### src/rtl/core/derd_pkg.sv
// ----------------------------------------------------------------------------
// derd_pkg
// Shared types and constants of the detector event record deframer.
// ----------------------------------------------------------------------------
package derd_pkg;

    localparam logic [31:0] MAGIC_RESET  = 32'hCAFE_CAFE;
    localparam logic [4:0]  HEADER_LAST  = 5'd26;  // position of byte 27 of a header
    localparam logic [4:0]  RECORD_LAST  = 5'd8;   // position of byte 9 of a record
    localparam logic [4:0]  WORD_LAST    = 5'd3;   // position of byte 4 of a word
    localparam logic [4:0]  TS_LAST      = 5'd7;   // header byte that completes the timestamp
    localparam logic [4:0]  WORD_BYTES   = 5'd4;
    localparam logic [4:0]  RECORD_BYTES = 5'd9;

    typedef enum logic [1:0] {
        MODE_HUNT   = 2'd0,
        MODE_HEADER = 2'd1,
        MODE_RECORD = 2'd2
    } t_mode;

    typedef struct packed {
        logic [31:0] event_number;
        logic [27:0] header_timestamp;
        logic        gain_high;
        logic        charge_sign;
        logic [6:0]  channel_number;
        logic [31:0] coarse_tick;
        logic [9:0]  charge_value;
        logic [15:0] fine_tick;
    } t_result;

endpackage

### src/rtl/core/derd_parser.sv
// ----------------------------------------------------------------------------
// derd_parser
// Frame parser: magic hunt, header and record parsing, one byte per request.
// ----------------------------------------------------------------------------
module derd_parser (
    input  logic              i_clk,
    input  logic              i_rst_n,
    input  logic              i_fire,
    input  logic [7:0]        i_byte,
    input  logic [31:0]       i_magic,
    output logic              o_res_valid,
    output derd_pkg::t_result o_res
);

    derd_pkg::t_mode r_mode, n_mode;
    logic [4:0]      r_pos, n_pos;
    logic [71:0]     r_buf;
    logic [31:0]     r_count, n_count;
    logic [27:0]     r_ts, n_ts;
    logic            r_magic_ok, n_magic_ok;

    logic [71:0] nb;
    logic [31:0] low32;
    logic [31:0] first4;

    assign nb     = {r_buf[63:0], i_byte};
    assign low32  = nb[31:0];
    assign first4 = nb[71:40];

    // next state
    always_comb begin
        n_mode     = r_mode;
        n_pos      = r_pos + 5'd1;
        n_count    = r_count;
        n_ts       = r_ts;
        n_magic_ok = r_magic_ok;
        case (r_mode)
            derd_pkg::MODE_HEADER: begin
                if (r_pos == derd_pkg::WORD_LAST) begin
                    n_magic_ok = (low32 == i_magic);
                end
                if (r_pos == derd_pkg::TS_LAST && r_magic_ok) begin
                    n_ts = low32[31:4];
                end
                if (r_pos >= derd_pkg::HEADER_LAST) begin
                    n_count = r_count + 32'd1;
                    n_pos   = '0;
                    if (r_magic_ok) begin
                        n_mode = derd_pkg::MODE_RECORD;
                    end
                end
            end
            derd_pkg::MODE_RECORD: begin
                if (r_pos >= derd_pkg::RECORD_LAST) begin
                    if (first4 == i_magic) begin
                        n_mode     = derd_pkg::MODE_HEADER;
                        n_magic_ok = 1'b1;
                        n_ts       = nb[39:12];
                        n_pos      = derd_pkg::RECORD_BYTES;
                    end else begin
                        n_pos = '0;
                    end
                end
            end
            default: begin
                n_mode = derd_pkg::MODE_HUNT;
                if (r_pos >= derd_pkg::WORD_LAST) begin
                    if (low32 == i_magic) begin
                        n_mode     = derd_pkg::MODE_HEADER;
                        n_magic_ok = 1'b1;
                        n_pos      = derd_pkg::WORD_BYTES;
                    end else begin
                        n_pos = '0;
                    end
                end
            end
        endcase
    end

    // outputs
    always_comb begin
        o_res_valid = 1'b0;
        case (r_mode)
            derd_pkg::MODE_RECORD: begin
                o_res_valid = i_fire && (r_pos >= derd_pkg::RECORD_LAST) && (first4 != i_magic);
            end
            default: begin
                o_res_valid = 1'b0;
            end
        endcase
        o_res.event_number     = r_count;
        o_res.header_timestamp = r_ts;
        o_res.gain_high        = nb[71];
        o_res.charge_sign      = nb[31];
        o_res.channel_number   = nb[70:64];
        o_res.coarse_tick      = nb[63:32];
        o_res.charge_value     = nb[25:16];
        o_res.fine_tick        = nb[15:0];
    end

    always_ff @(posedge i_clk) begin
        if (!i_rst_n) begin
            r_mode     <= derd_pkg::MODE_HUNT;
            r_pos      <= '0;
            r_count    <= '0;
            r_ts       <= '0;
            r_magic_ok <= 1'b0;
        end else if (i_fire) begin
            r_mode     <= n_mode;
            r_pos      <= n_pos;
            r_count    <= n_count;
            r_ts       <= n_ts;
            r_magic_ok <= n_magic_ok;
        end
    end

    always_ff @(posedge i_clk) begin
        if (i_fire) begin
            r_buf <= nb;
        end
    end

    a_record_pos: assert property (@(posedge i_clk) disable iff (!i_rst_n)
        r_mode == derd_pkg::MODE_RECORD |-> r_pos <= derd_pkg::RECORD_LAST)
        else $error("record position out of range");

    a_header_pos: assert property (@(posedge i_clk) disable iff (!i_rst_n)
        r_mode == derd_pkg::MODE_HEADER |-> r_pos <= derd_pkg::HEADER_LAST)
        else $error("header position out of range");

    a_hunt_pos: assert property (@(posedge i_clk) disable iff (!i_rst_n)
        r_mode == derd_pkg::MODE_HUNT |-> r_pos <= derd_pkg::WORD_LAST && !r_magic_ok
            && r_count == 32'd0)
        else $error("hunt state inconsistent");

    a_result_at_end: assert property (@(posedge i_clk) disable iff (!i_rst_n)
        o_res_valid |=> r_mode == derd_pkg::MODE_RECORD && r_pos == 5'd0)
        else $error("result not at record end");

endmodule

### src/rtl/core/detector_event_record_deframer.sv
// ----------------------------------------------------------------------------
// detector_event_record_deframer
// Byte-stream deframer: magic hunt, event headers, 9-byte channel records.
// ----------------------------------------------------------------------------
// Path from accepting the byte request that completes a record to result
// valid: input register, parser, result register.
// Throughput: one byte per cycle while the skid register is empty.
// Output has a result register plus a skid register; bytes stall only while
// both hold results.
// Reset: synchronous, active low; hunting, counters zero, magic 0xCAFECAFE.
module detector_event_record_deframer (
    input  logic        i_clk,
    input  logic        i_rst_n,
    input  logic        i_cfg_we,
    input  logic [31:0] i_cfg_data,
    input  logic        i_in_valid,
    output logic        o_in_ready,
    input  logic [7:0]  i_data_byte,
    output logic        o_out_valid,
    input  logic        i_out_ready,
    output logic [31:0] o_event_number,
    output logic [27:0] o_header_timestamp,
    output logic        o_gain_high,
    output logic        o_charge_sign,
    output logic [6:0]  o_channel_number,
    output logic [31:0] o_coarse_tick,
    output logic [9:0]  o_charge_value,
    output logic [15:0] o_fine_tick
);

    logic [31:0]       r_magic;
    logic              r_in_valid;
    logic [7:0]        r_in_byte;
    logic              r_out_valid;
    derd_pkg::t_result r_out;
    logic              r_skid_valid;
    derd_pkg::t_result r_skid;

    logic              fire;
    logic              out_take;
    logic              res_valid;
    derd_pkg::t_result res;

    assign fire       = r_in_valid && !r_skid_valid;
    assign o_in_ready = !r_in_valid || fire;
    assign out_take   = r_out_valid && i_out_ready;

    derd_parser u_parser (
        .i_clk       (i_clk),
        .i_rst_n     (i_rst_n),
        .i_fire      (fire),
        .i_byte      (r_in_byte),
        .i_magic     (r_magic),
        .o_res_valid (res_valid),
        .o_res       (res)
    );

    always_ff @(posedge i_clk) begin
        if (!i_rst_n) begin
            r_magic <= derd_pkg::MAGIC_RESET;
        end else if (i_cfg_we) begin
            r_magic <= i_cfg_data;
        end
    end

    always_ff @(posedge i_clk) begin
        if (!i_rst_n) begin
            r_in_valid <= 1'b0;
        end else if (o_in_ready) begin
            r_in_valid <= i_in_valid;
        end
    end

    always_ff @(posedge i_clk) begin
        if (o_in_ready && i_in_valid) begin
            r_in_byte <= i_data_byte;
        end
    end

    // result register and skid
    always_ff @(posedge i_clk) begin
        if (!i_rst_n) begin
            r_out_valid  <= 1'b0;
            r_skid_valid <= 1'b0;
        end else begin
            if (!r_out_valid || out_take) begin
                if (r_skid_valid) begin
                    r_out_valid  <= 1'b1;
                    r_skid_valid <= 1'b0;
                end else begin
                    r_out_valid <= res_valid;
                end
            end else if (res_valid) begin
                r_skid_valid <= 1'b1;
            end
        end
    end

    always_ff @(posedge i_clk) begin
        if (!r_out_valid || out_take) begin
            if (r_skid_valid) begin
                r_out <= r_skid;
            end else if (res_valid) begin
                r_out <= res;
            end
        end else if (res_valid) begin
            r_skid <= res;
        end
    end

    assign o_out_valid        = r_out_valid;
    assign o_event_number     = r_out.event_number;
    assign o_header_timestamp = r_out.header_timestamp;
    assign o_gain_high        = r_out.gain_high;
    assign o_charge_sign      = r_out.charge_sign;
    assign o_channel_number   = r_out.channel_number;
    assign o_coarse_tick      = r_out.coarse_tick;
    assign o_charge_value     = r_out.charge_value;
    assign o_fine_tick        = r_out.fine_tick;

    a_skid_needs_out: assert property (@(posedge i_clk) disable iff (!i_rst_n)
        r_skid_valid |-> r_out_valid)
        else $error("skid holds a result while output register is empty");

    a_no_fire_when_full: assert property (@(posedge i_clk) disable iff (!i_rst_n)
        res_valid |-> !r_skid_valid)
        else $error("result produced with no room");

    a_skid_drains: assert property (@(posedge i_clk) disable iff (!i_rst_n)
        (r_skid_valid && out_take) |=> (r_out_valid && !r_skid_valid))
        else $error("skid result lost");

endmodule
### config.mk
export PLATFORM = sky130hd
export DESIGN_NAME = detector_event_record_deframer
export DESIGN_NICKNAME = d
export VERILOG_FILES = /design/src/rtl/core/derd_pkg.sv /design/src/rtl/core/derd_parser.sv /design/src/rtl/core/detector_event_record_deframer.sv
export SDC_FILE = /design/constraint.sdc
export NUM_CORES = 1
export LEC_CHECK = 0
export ABC_AREA = 1
export BUFFER_PORTS_ARGS = -buffer_cell sky130_fd_sc_hd__buf_4
export CAP_MARGIN = 15
export CORE_MARGIN = 8
export CORE_UTILIZATION = 40
export DETAILED_ROUTE_END_ITERATION = 12
export HOLD_SLACK_MARGIN = 0.06
export PLACE_DENSITY = 0.66
export SLEW_MARGIN = 15
export SYNTH_ARGS = -nofsm -noshare
export SYNTH_HDL_FRONTEND = slang
export SYNTH_SLANG_ARGS = --single-unit
### constraint.sdc
create_clock -name i_clk -period 25 [get_ports i_clk]
set_input_delay 2.5 -clock i_clk [delete_from_list [all_inputs] [get_ports i_clk]]
set_output_delay 2.5 -clock i_clk [all_outputs]
set_load 0.02 [all_outputs]
Word-level counts from Yosys, hierarchy flattened
Cells that the tools add are included.
- register bits after elaboration: 429
- logic and storage cells: 96
- add/subtract/negate cells: 2
- order comparisons: 3
- equal/unequal tests: 13
- mux-type cells: 27
- bitwise operators: 2
- reductions and logical operators: 22
- operators with widths (kind ; count):
    127-bit 2-to-1 mux ; 2
    28-bit 2-to-1 mux ; 3
    32-bit equality test ; 2
    28-bit case mux with 2 select lines ; 1
    32-bit by 1-bit adder with 32-bit output, second input constant ; 1
    32-bit != test ; 1
    5-bit 2-to-1 mux ; 3
    2-bit by 1-bit != test with 1-bit output, second input constant ; 6
    2-bit 2-to-1 mux ; 5
    5-bit case mux with 2 select lines ; 1
    5-bit AND reduction ; 2
    1-bit 2-to-1 mux ; 8
    1-bit logical AND ; 6
    6-bit AND reduction ; 1
    3-bit nonzero test ; 2
    5-bit by 1-bit adder with 5-bit output, second input constant ; 1
    5-bit by 2-bit equality test with 1-bit output, second input constant ; 1
    5-bit by 3-bit equality test with 1-bit output, second input constant ; 1
    5-bit by 2-bit >= comparator with 1-bit output, second input constant ; 1
    5-bit by 4-bit >= comparator with 1-bit output, second input constant ; 1
    5-bit >= comparator, second input constant ; 1
    4-bit 2-to-1 mux ; 1
    2-bit case mux with 2 select lines ; 1
    2-bit AND reduction ; 2
    other kinds (10) ; 15

Depth between registers and ports, before layout
Gate-level depths: netlist of run 1.
- depth in word-level cells: 7
- depth in mapped cells: 14
- gate-level depth less buffers: 13

By module
From an unflattened synthesis of run 1, not the netlist that was laid out.
- cell total of the unflattened synthesis: 1805
- area total of the unflattened synthesis: 18255.0 um^2
- by module, submodules not included (module ; instances ; cells an instance ; area an instance (um^2)):
    detector_event_record_deframer ; 1 ; 848 ; 10949.3
    derd_parser ; 1 ; 957 ; 7305.8

Worst setup path before layout of run 1
OpenSTA, ideal clock, no wires.
- path kind: input to register
- start: input i_out_ready
- end: register r_skid[0] in the netlist's numbering, enable pin
- data arrival time: 11.218 ns
- data required time: 24.231 ns
- path slack: 13.013 ns
- stages on the path: 3
- buffers on the path: 0
- cell sequence: inv_1 > nand2_1 > nor3_1
- cells in the longest elaborated chain, start to end: 4
- RTL lines (element ; RTL line ; RTL):
    from (decl) ; detector_event_record_deframer.sv:20 ; input logic i_out_ready,
    1-bit logical AND ; detector_event_record_deframer.sv:46 ; assign out_take = r_out_valid && i_out_ready;
    1-bit logical OR ; detector_event_record_deframer.sv:100 ; if (!r_out_valid || out_take) begin
    1-bit inverter (no source line) ; -- ;
    2-bit AND reduction (no source line) ; -- ;
    to (signal assigned) ; detector_event_record_deframer.sv:107 ; r_skid <= res;
    to (decl) ; detector_event_record_deframer.sv:37 ; derd_pkg::t_result r_skid;
No other way between the ends.
A chain may end at the register's enable or synchronous reset.

Worst setup path in the final report of run 1
- start: register r_skid_valid
- end: output o_in_ready
- cells in the longest elaborated chain, start to end: 3
- RTL lines (element ; RTL line ; RTL):
    from (decl) ; detector_event_record_deframer.sv:36 ; logic r_skid_valid;
    from (signal assigned) ; detector_event_record_deframer.sv:84 ; r_skid_valid <= 1'b0;
    from (signal assigned) ; detector_event_record_deframer.sv:89 ; r_skid_valid <= 1'b0;
    from (signal assigned) ; detector_event_record_deframer.sv:94 ; r_skid_valid <= 1'b1;
    1-bit logical NOT ; detector_event_record_deframer.sv:44 ; assign fire = r_in_valid && !r_skid_valid;
    1-bit logical AND ; detector_event_record_deframer.sv:44 ;
    1-bit logical OR ; detector_event_record_deframer.sv:45 ; assign o_in_ready = !r_in_valid || fire;
    to (decl) ; detector_event_record_deframer.sv:17 ; output logic o_in_ready,
No other way between the ends.

==> impl_metrics.py, run 1 <==
metrics = {
    "status": {
        "status": "finished, final reports clean",
    },
    "synthesis": {
        "synthesis.yosys.warnings": 0,
        "number_of_enable_flip_flop_cells_after_synthesis": 326,
        "synth_largest_type_area_fraction_pct": 57.0,
        "netlist_area_mm2": 0.0172,
        "synthDistinctLibCells": 39,
        "synth.top_cells.by_area": "edfxtp_1, dfxtp_1, nand2_1, o21ai_0, inv_1",
        "synthesis.instances": 1554,
        "ys_top_cells_by_count": "nand2_1, edfxtp_1, inv_1, o21ai_0, dfxtp_1",
        "syn_nets": 1604,
        "synth_sequential_area_ratio_pct": 69.1,
        "synth_area_leader_cell": "edfxtp_1",
        "syn_area_per_cell_um2": 11.0,
        "synthArstFlopShare_pct": 0,
        "synthFlopType": "edfxtp_1",
        "post-synth-top-count-cell": "nand2_1",
        "ys_ff_latch": 429,
    },
    "sta": {
        "fmaxAchievable_ghz": 0.221,
        "clock_skew_ps": 20.8,
        "maxSlewHeadroom_pct": 31.3,
        "setup_violating_endpoint_count_in_the_final_report": 0,
        "timing.setup.tns_ps": 0,
        "fin_hold_ws_ps": 428,
        "post-route-worst-setup-slack_ps": 20480,
        "finalHoldViolations": 0,
        "final.min_clock_period_ps": 4520,
        "rsz0062_at_grt": "no",
        "final-max-slew-violation-count": 0,
        "timing.final.crit_share_pct": 18.1,
        "max_slew.worst_pin.slew_ps": 1030,
    },
    "finish": {
        "synthToLayoutAreaGrowth_pct": 19.8,
        "utilization_pct": 48.1,
        "post-route-cell-area_mm2": 0.0206,
        "finalNetCount": 1776,
        "final-instance-count-excl-fill": 2309,
        "fraction_of_final_layout_cells_with_drive_strength_greater_than_1_pct": 16.9,
        "antennaDiodeCount": 0,
    },
    "route": {
        "detail_route.vias_per_cell": 4.93,
        "vias_after_detailed_routing": 11387,
        "antenna_violating_nets_post_route": 0,
        "postRouteWirelength_um": 41600,
        "drc": 0,
        "detailedRoute.firstIterationViolations": 1051,
        "wl_per_cell_um": 18.0,
        "drt-pass1-iter-count": 5,
    },
    "floorplanning": {
        "coreArea_mm2": 0.0427,
        "die_w_um": 223,
        "boundaryPins": 174,
        "floorplan.initialDensity_pct": 40.2,
        "fp.dieArea_mm2": 0.0498,
        "placement_rows": 76,
        "die_height_um": 223,
    },
    "cts": {
        "worstSkewPairLatency_ps": 580,
        "clock_path_buffers": 3,
        "numCtsBuffers": 45,
        "cts_sinks": 429,
        "postCtsResizedCells": 0,
        "buffer_type_at_the_clock_tree_root": "clkbuf_16",
        "cts_post_setup_buffers_inserted": 0,
        "clk_pin_slew_ps": 60,
        "cts_tree": "yes",
        "cts.htree.levels": 2,
        "ctsHoldBuffers": 0,
    },
    "pwr": {
        "vdd_ir_drop_max_mv": 0.0462,
        "p_leak_nw": 7.95,
        "p_sw_share_pct": 20.8,
        "total_power_after_layout_mw": 1.55,
        "p_int_mw": 1.23,
        "p_per_area_mw_per_mm2": 75.5,
        "switchingPower_mw": 0.323,
        "clockPowerShare_pct": 46.3,
        "share_seq_of_total_power_pct": 50.7,
        "pwr-share-comb_pct": 3.1,
    },
    "critical_path": {
        "timing.critical_path.from_type": "flop",
        "cp_data_arrival_time_ps": 2020,
        "kind_of_end_point_of_the_critical_path": "output port",
        "critical_path_required_ps": 22500,
        "crit_chain": "nand2_1 -> buf_4",
        "max_stage_delay_ps": 1010,
        "worst-path-buf-inv": 1,
        "crit_type": "flop to output port",
        "timing.critical_path.fanout_max": 102,
        "timing.critical_path.max_delay_family": "flip-flops",
        "critical_path.slowest_cell": "dfxtp_4",
    },
    "global_routing": {
        "grt_start_max_net_pins": 103,
        "globalRouteTotalUtil_pct": 16.3,
        "antenna_found_initial": 1,
        "grt_pass1_vias": 11199,
        "grt-ovfl-total": 0,
        "grt_first_pass_wirelength_um": 63900,
    },
    "place": {
        "post-dp-hpwl_um": 28300,
        "pre_cts_ws_ps": 20210,
        "gp_routability_congestion": 0.849,
        "placedInstanceArea_mm2": 0.0190,
        "place.detailed.instances": 2225,
        "io_buffers": 173,
    },
    "min_path": {
        "hold_path_class": "flop to flop",
    },
    "run": {
        "max-cap-violations": 0,
    },
}
logic make-up (layout without fill, tap and decap cells):
family / after synthesis / after routing / synth area share [%]
buffers and inverters: 192 / 401 / 4.56
flip-flops: 429 / 429 / 69.1
XOR/XNOR: 57 / 57 / 2.91
AND/OR/NAND/NOR: 637 / 637 / 15.1
multiplexers: 22 / 22 / 1.28
AO/OA/AOI/OAI: 212 / 212 / 6.73
adder cells (fa/ha/maj): 5 / 5 / 0.365
cell type report:
cell class / count / area, um2
fillers: 3796 / 22100
flip-flops and latches: 429 / 11900
multi-input cells: 933 / 4540
repair buffers: 182 / 1370
clock buffers: 58 / 1250
well taps: 546 / 683
inverters: 135 / 507
clock inverters: 26 / 359
power by group through the flow:
| stage | clock network [mW] | registers, mW | logic [mW] |
|---|---|---|---|
| floorplan | 0 | 0.795 | 0.0326 |
| global placement | 0 | 0.801 | 0.0474 |
| detailed placement | 0 | 0.802 | 0.0483 |
| CTS | 0.732 | 0.787 | 0.0486 |
| global route | 0.758 | 0.788 | 0.0540 |
| finish | 0.718 | 0.787 | 0.0479 |
state kept, by name, summed over array words and instances (netlist names), 2 cells and up:
name	flops
o_event_number	32
u_parser.r_buf	64
r_magic	32
r_in_byte	8
u_parser.r_ts	28
o_fine_tick	16
o_channel_number	7
u_parser.r_count	32
o_charge_value	10
o_coarse_tick	32
o_header_timestamp	28
u_parser.r_mode	2
u_parser.r_pos	5
r_skid	127
worst paths after layout:
path	endpoint	cells past startpoint	start	slack [ps]
hold / removal	r_skid[73]	0	u_parser.r_ts[6]	430
setup reg to reg	o_coarse_tick[13]	6	r_skid_valid	20930
hold reg to reg	r_skid[73]	0	u_parser.r_ts[6]	430
setup / recovery	o_in_ready	2	r_skid_valid	20480
layout by cell type, fill, tap and decap left out, types with 2 or more instances in the layout:
cell type   Yosys  layout
nor2_1         73      73
inv_2           3       3
nand3_1        29      29
xnor2_1        45      45
nor4_1          3       3
o211ai_1        3       3
clkinvlp_4      0       2
nand2_4         2       2
nand2_2         3       3
clkbuf_1       44       8
clkinv_1        1       7
clkbuf_16       0      47
a211oi_1        2       2
nor3_1         21      20
nand2_1       480     480
nor2_2          6       5
dfxtp_1       103     102
inv_1         131     130
mux2i_1        22      22
a21oi_2        20      20
xor2_1         12      12
buf_4           2     182
nor3_2          3       4
nand4_1        11      11
a21oi_1        59      59
bufinv_16       0       8
ha_1            5       5
nor2_4          2       3
clkbuf_8        0       3
o21ai_0       125     125
clkinv_2        0       8
edfxtp_1      326     326
worst register-to-register path: cells and delay by family, from the launching register on:
family                 cells  cell delay, ps
buffers and inverters      2            1610
AND/OR/NAND/NOR            3            1100
flip-flops                 1             630
AO/OA/AOI/OAI              1             260
per-layer routing:
layer  GRT usage, %  routed length (um)  vias up
met4           4.42                 884        2
li1               -                   -     5553
met3           4.20                3090       65
met1           21.0               17800     5417
met2           27.0               19800      350
met5              0                  13        -
No activity file was read; power rests on OpenSTA's default activity.
==> run 2: changes to the inputs <==
==> constraint.sdc (replaced) <==
create_clock -name i_clk -period 4.7 [get_ports i_clk]
set_input_delay 0.47 -clock i_clk [delete_from_list [all_inputs] [get_ports i_clk]]
set_output_delay 0.47 -clock i_clk [all_outputs]
set_load 0.02 [all_outputs]
==> impl_metrics.py, run 2 (synthesized netlist as in run 1, its figures left out) <==
metrics = {
    "critical_path": {
        "crit_type": "flop to output port",
        "critical_path_required_ps": 4230,
        "timing.critical_path.fanout_max": 107,
        "cp_data_arrival_time_ps": 2800,
        "timing.critical_path.from_type": "flop",
        "kind_of_end_point_of_the_critical_path": "output port",
    },
    "floorplanning": {
        "floorplan.initialDensity_pct": 40.2,
        "fp.dieArea_mm2": 0.0498,
        "placement_rows": 76,
        "coreArea_mm2": 0.0427,
        "die_height_um": 223,
        "boundaryPins": 174,
        "die_w_um": 223,
    },
    "pwr": {
        "pwr-share-comb_pct": 3.3,
        "vdd_ir_drop_max_mv": 0.210,
        "p_per_area_mw_per_mm2": 390,
        "switchingPower_mw": 1.68,
        "total_power_after_layout_mw": 8.00,
        "p_leak_nw": 7.92,
        "p_sw_share_pct": 21.0,
        "share_seq_of_total_power_pct": 52.4,
        "clockPowerShare_pct": 44.4,
        "p_int_mw": 6.32,
    },
    "sta": {
        "rsz0062_at_grt": "no",
        "final.min_clock_period_ps": 3270,
        "fmaxAchievable_ghz": 0.306,
        "finalHoldViolations": 0,
        "setup_violating_endpoint_count_in_the_final_report": 0,
        "max_slew.worst_pin.slew_ps": 1040,
        "final-max-slew-violation-count": 0,
        "maxSlewHeadroom_pct": 30.7,
        "timing.setup.tns_ps": 0,
        "clock_skew_ps": 19.7,
        "timing.final.crit_share_pct": 69.6,
    },
    "route": {
        "drt-pass1-iter-count": 5,
        "detailedRoute.firstIterationViolations": 1046,
        "wl_per_cell_um": 18.3,
        "postRouteWirelength_um": 42300,
        "drc": 0,
        "vias_after_detailed_routing": 11331,
        "antenna_violating_nets_post_route": 0,
        "detail_route.vias_per_cell": 4.90,
    },
    "global_routing": {
        "globalRouteTotalUtil_pct": 16.7,
        "grt-ovfl-total": 0,
        "antenna_found_initial": 3,
        "grt_first_pass_wirelength_um": 64900,
        "grt_start_max_net_pins": 108,
        "grt_pass1_vias": 11264,
    },
    "finish": {
        "antennaDiodeCount": 0,
        "utilization_pct": 48.0,
        "synthToLayoutAreaGrowth_pct": 19.5,
        "most_frequent_standard_cell_in_the_layout_excluding_fill_and_tap_cells": "nand2_1",
        "final.fill_count": 3878,
        "multi_input_area_mm2": 0.00455,
        "register_area_mm2": 0.0119,
        "fraction_of_final_layout_cells_with_drive_strength_greater_than_1_pct": 16.7,
        "largestRegisters": "r_skid x127, u_parser.r_buf x64",
        "registers.top_by_ff_count": "r_skid",
        "mostFrequentLayoutCells": "nand2_1, edfxtp_1, buf_4",
        "finalNetCount": 1781,
        "largest_reg_flops": 127,
    },
    "cts": {
        "clk_pin_slew_ps": 60,
        "cts_tree": "yes",
        "numCtsBuffers": 45,
        "postCtsResizedCells": 0,
        "cts_sinks": 429,
        "worstSkewPairLatency_ps": 570,
        "ctsHoldBuffers": 3,
        "cts.htree.levels": 2,
        "buffer_type_at_the_clock_tree_root": "clkbuf_16",
        "clock_path_buffers": 3,
        "cts_post_setup_buffers_inserted": 0,
    },
    "place": {
        "gp_routability_congestion": 0.835,
        "io_buffers": 173,
        "post-dp-hpwl_um": 28900,
    },
    "min_path": {
        "hold_path_class": "input pin to flop",
    },
    "run": {
        "max-cap-violations": 0,
    },
    "status": {
        "status": "finished, final reports clean",
    },
}
==> run 2: cell types whose count changed in the layout (fill, tap and decap cells not counted), sizes merged <==
cell and change:
bufinv -4, buf +2, clkbuf +3, clkinvlp +2, clkinv -2, dlygate4sd3 +3, inv +1
==> run 2: path summary, 6_finish.rpt <==
path | endpoint | cells past startpoint | slack (ps) | startpoint
max | o_in_ready | 3 | 1430 | r_skid_valid
min | r_in_byte[0] | 1 | 90 | i_data_byte[0]
max reg2reg | u_parser.r_ts[27] | 7 | 1890 | r_skid_valid
min reg2reg | r_skid[85] | 0 | 430 | u_parser.r_ts[18]
==> run 2: worst max-delay path, stage by stage, from the launching register on <==
cell and delay [ps]:
dfxtp_4 920, buf_4 870, nand2_1 190, buf_4 230
==> run 2: through the flow <==
step / worst slack, ps / std cells / hold slack (ps) / cell area (um2)
2_1_floorplan: 7.00 / 1554 / 408 / 17200
3_3_place_gp: 1920 / 2227 / 410 / 19000
3_5_place_dp: 1840 / 2227 / 414 / 19000
4_1_cts: 1340 / 2314 / 60.9 / 20500
5_1_grt: 1160 / 2314 / 68.6 / 20500
6_report: 1430 / 2314 / 87.8 / 20500
==> run 2: metal layers <==
metal  up-vias  part of all wire [%]  wire length (um)  global-route usage [%]
met3        81                   5.7              2400                    3.27
met1      5365                    44             18700                    21.8
met2       324                    47             19900                    27.3
met4         2                   3.1              1310                    6.29
li1       5559                     -                 -                       -
met5         -                 0.031                13                       0
==> run 2: final cells by class <==
cell class / instances / share of cell area, %
inverter: 135 / 2.47
multi-input combinational: 933 / 22.2
clock buffer: 61 / 6.14
sequential: 429 / 57.8
timing repair buffer: 187 / 7.00
tap: 546 / 3.33
clock inverter: 23 / 1.09
==> run 2: power groups by stage <==
stage	Clock, mW	Combinational [mW]	Sequential (mW)
2_1_floorplan	0	0.173	4.23
3_3_place_gp	0	0.258	4.26
3_5_place_dp	0	0.261	4.27
4_1_cts	3.63	0.265	4.19
5_1_grt	3.77	0.296	4.19
6_report	3.55	0.263	4.19
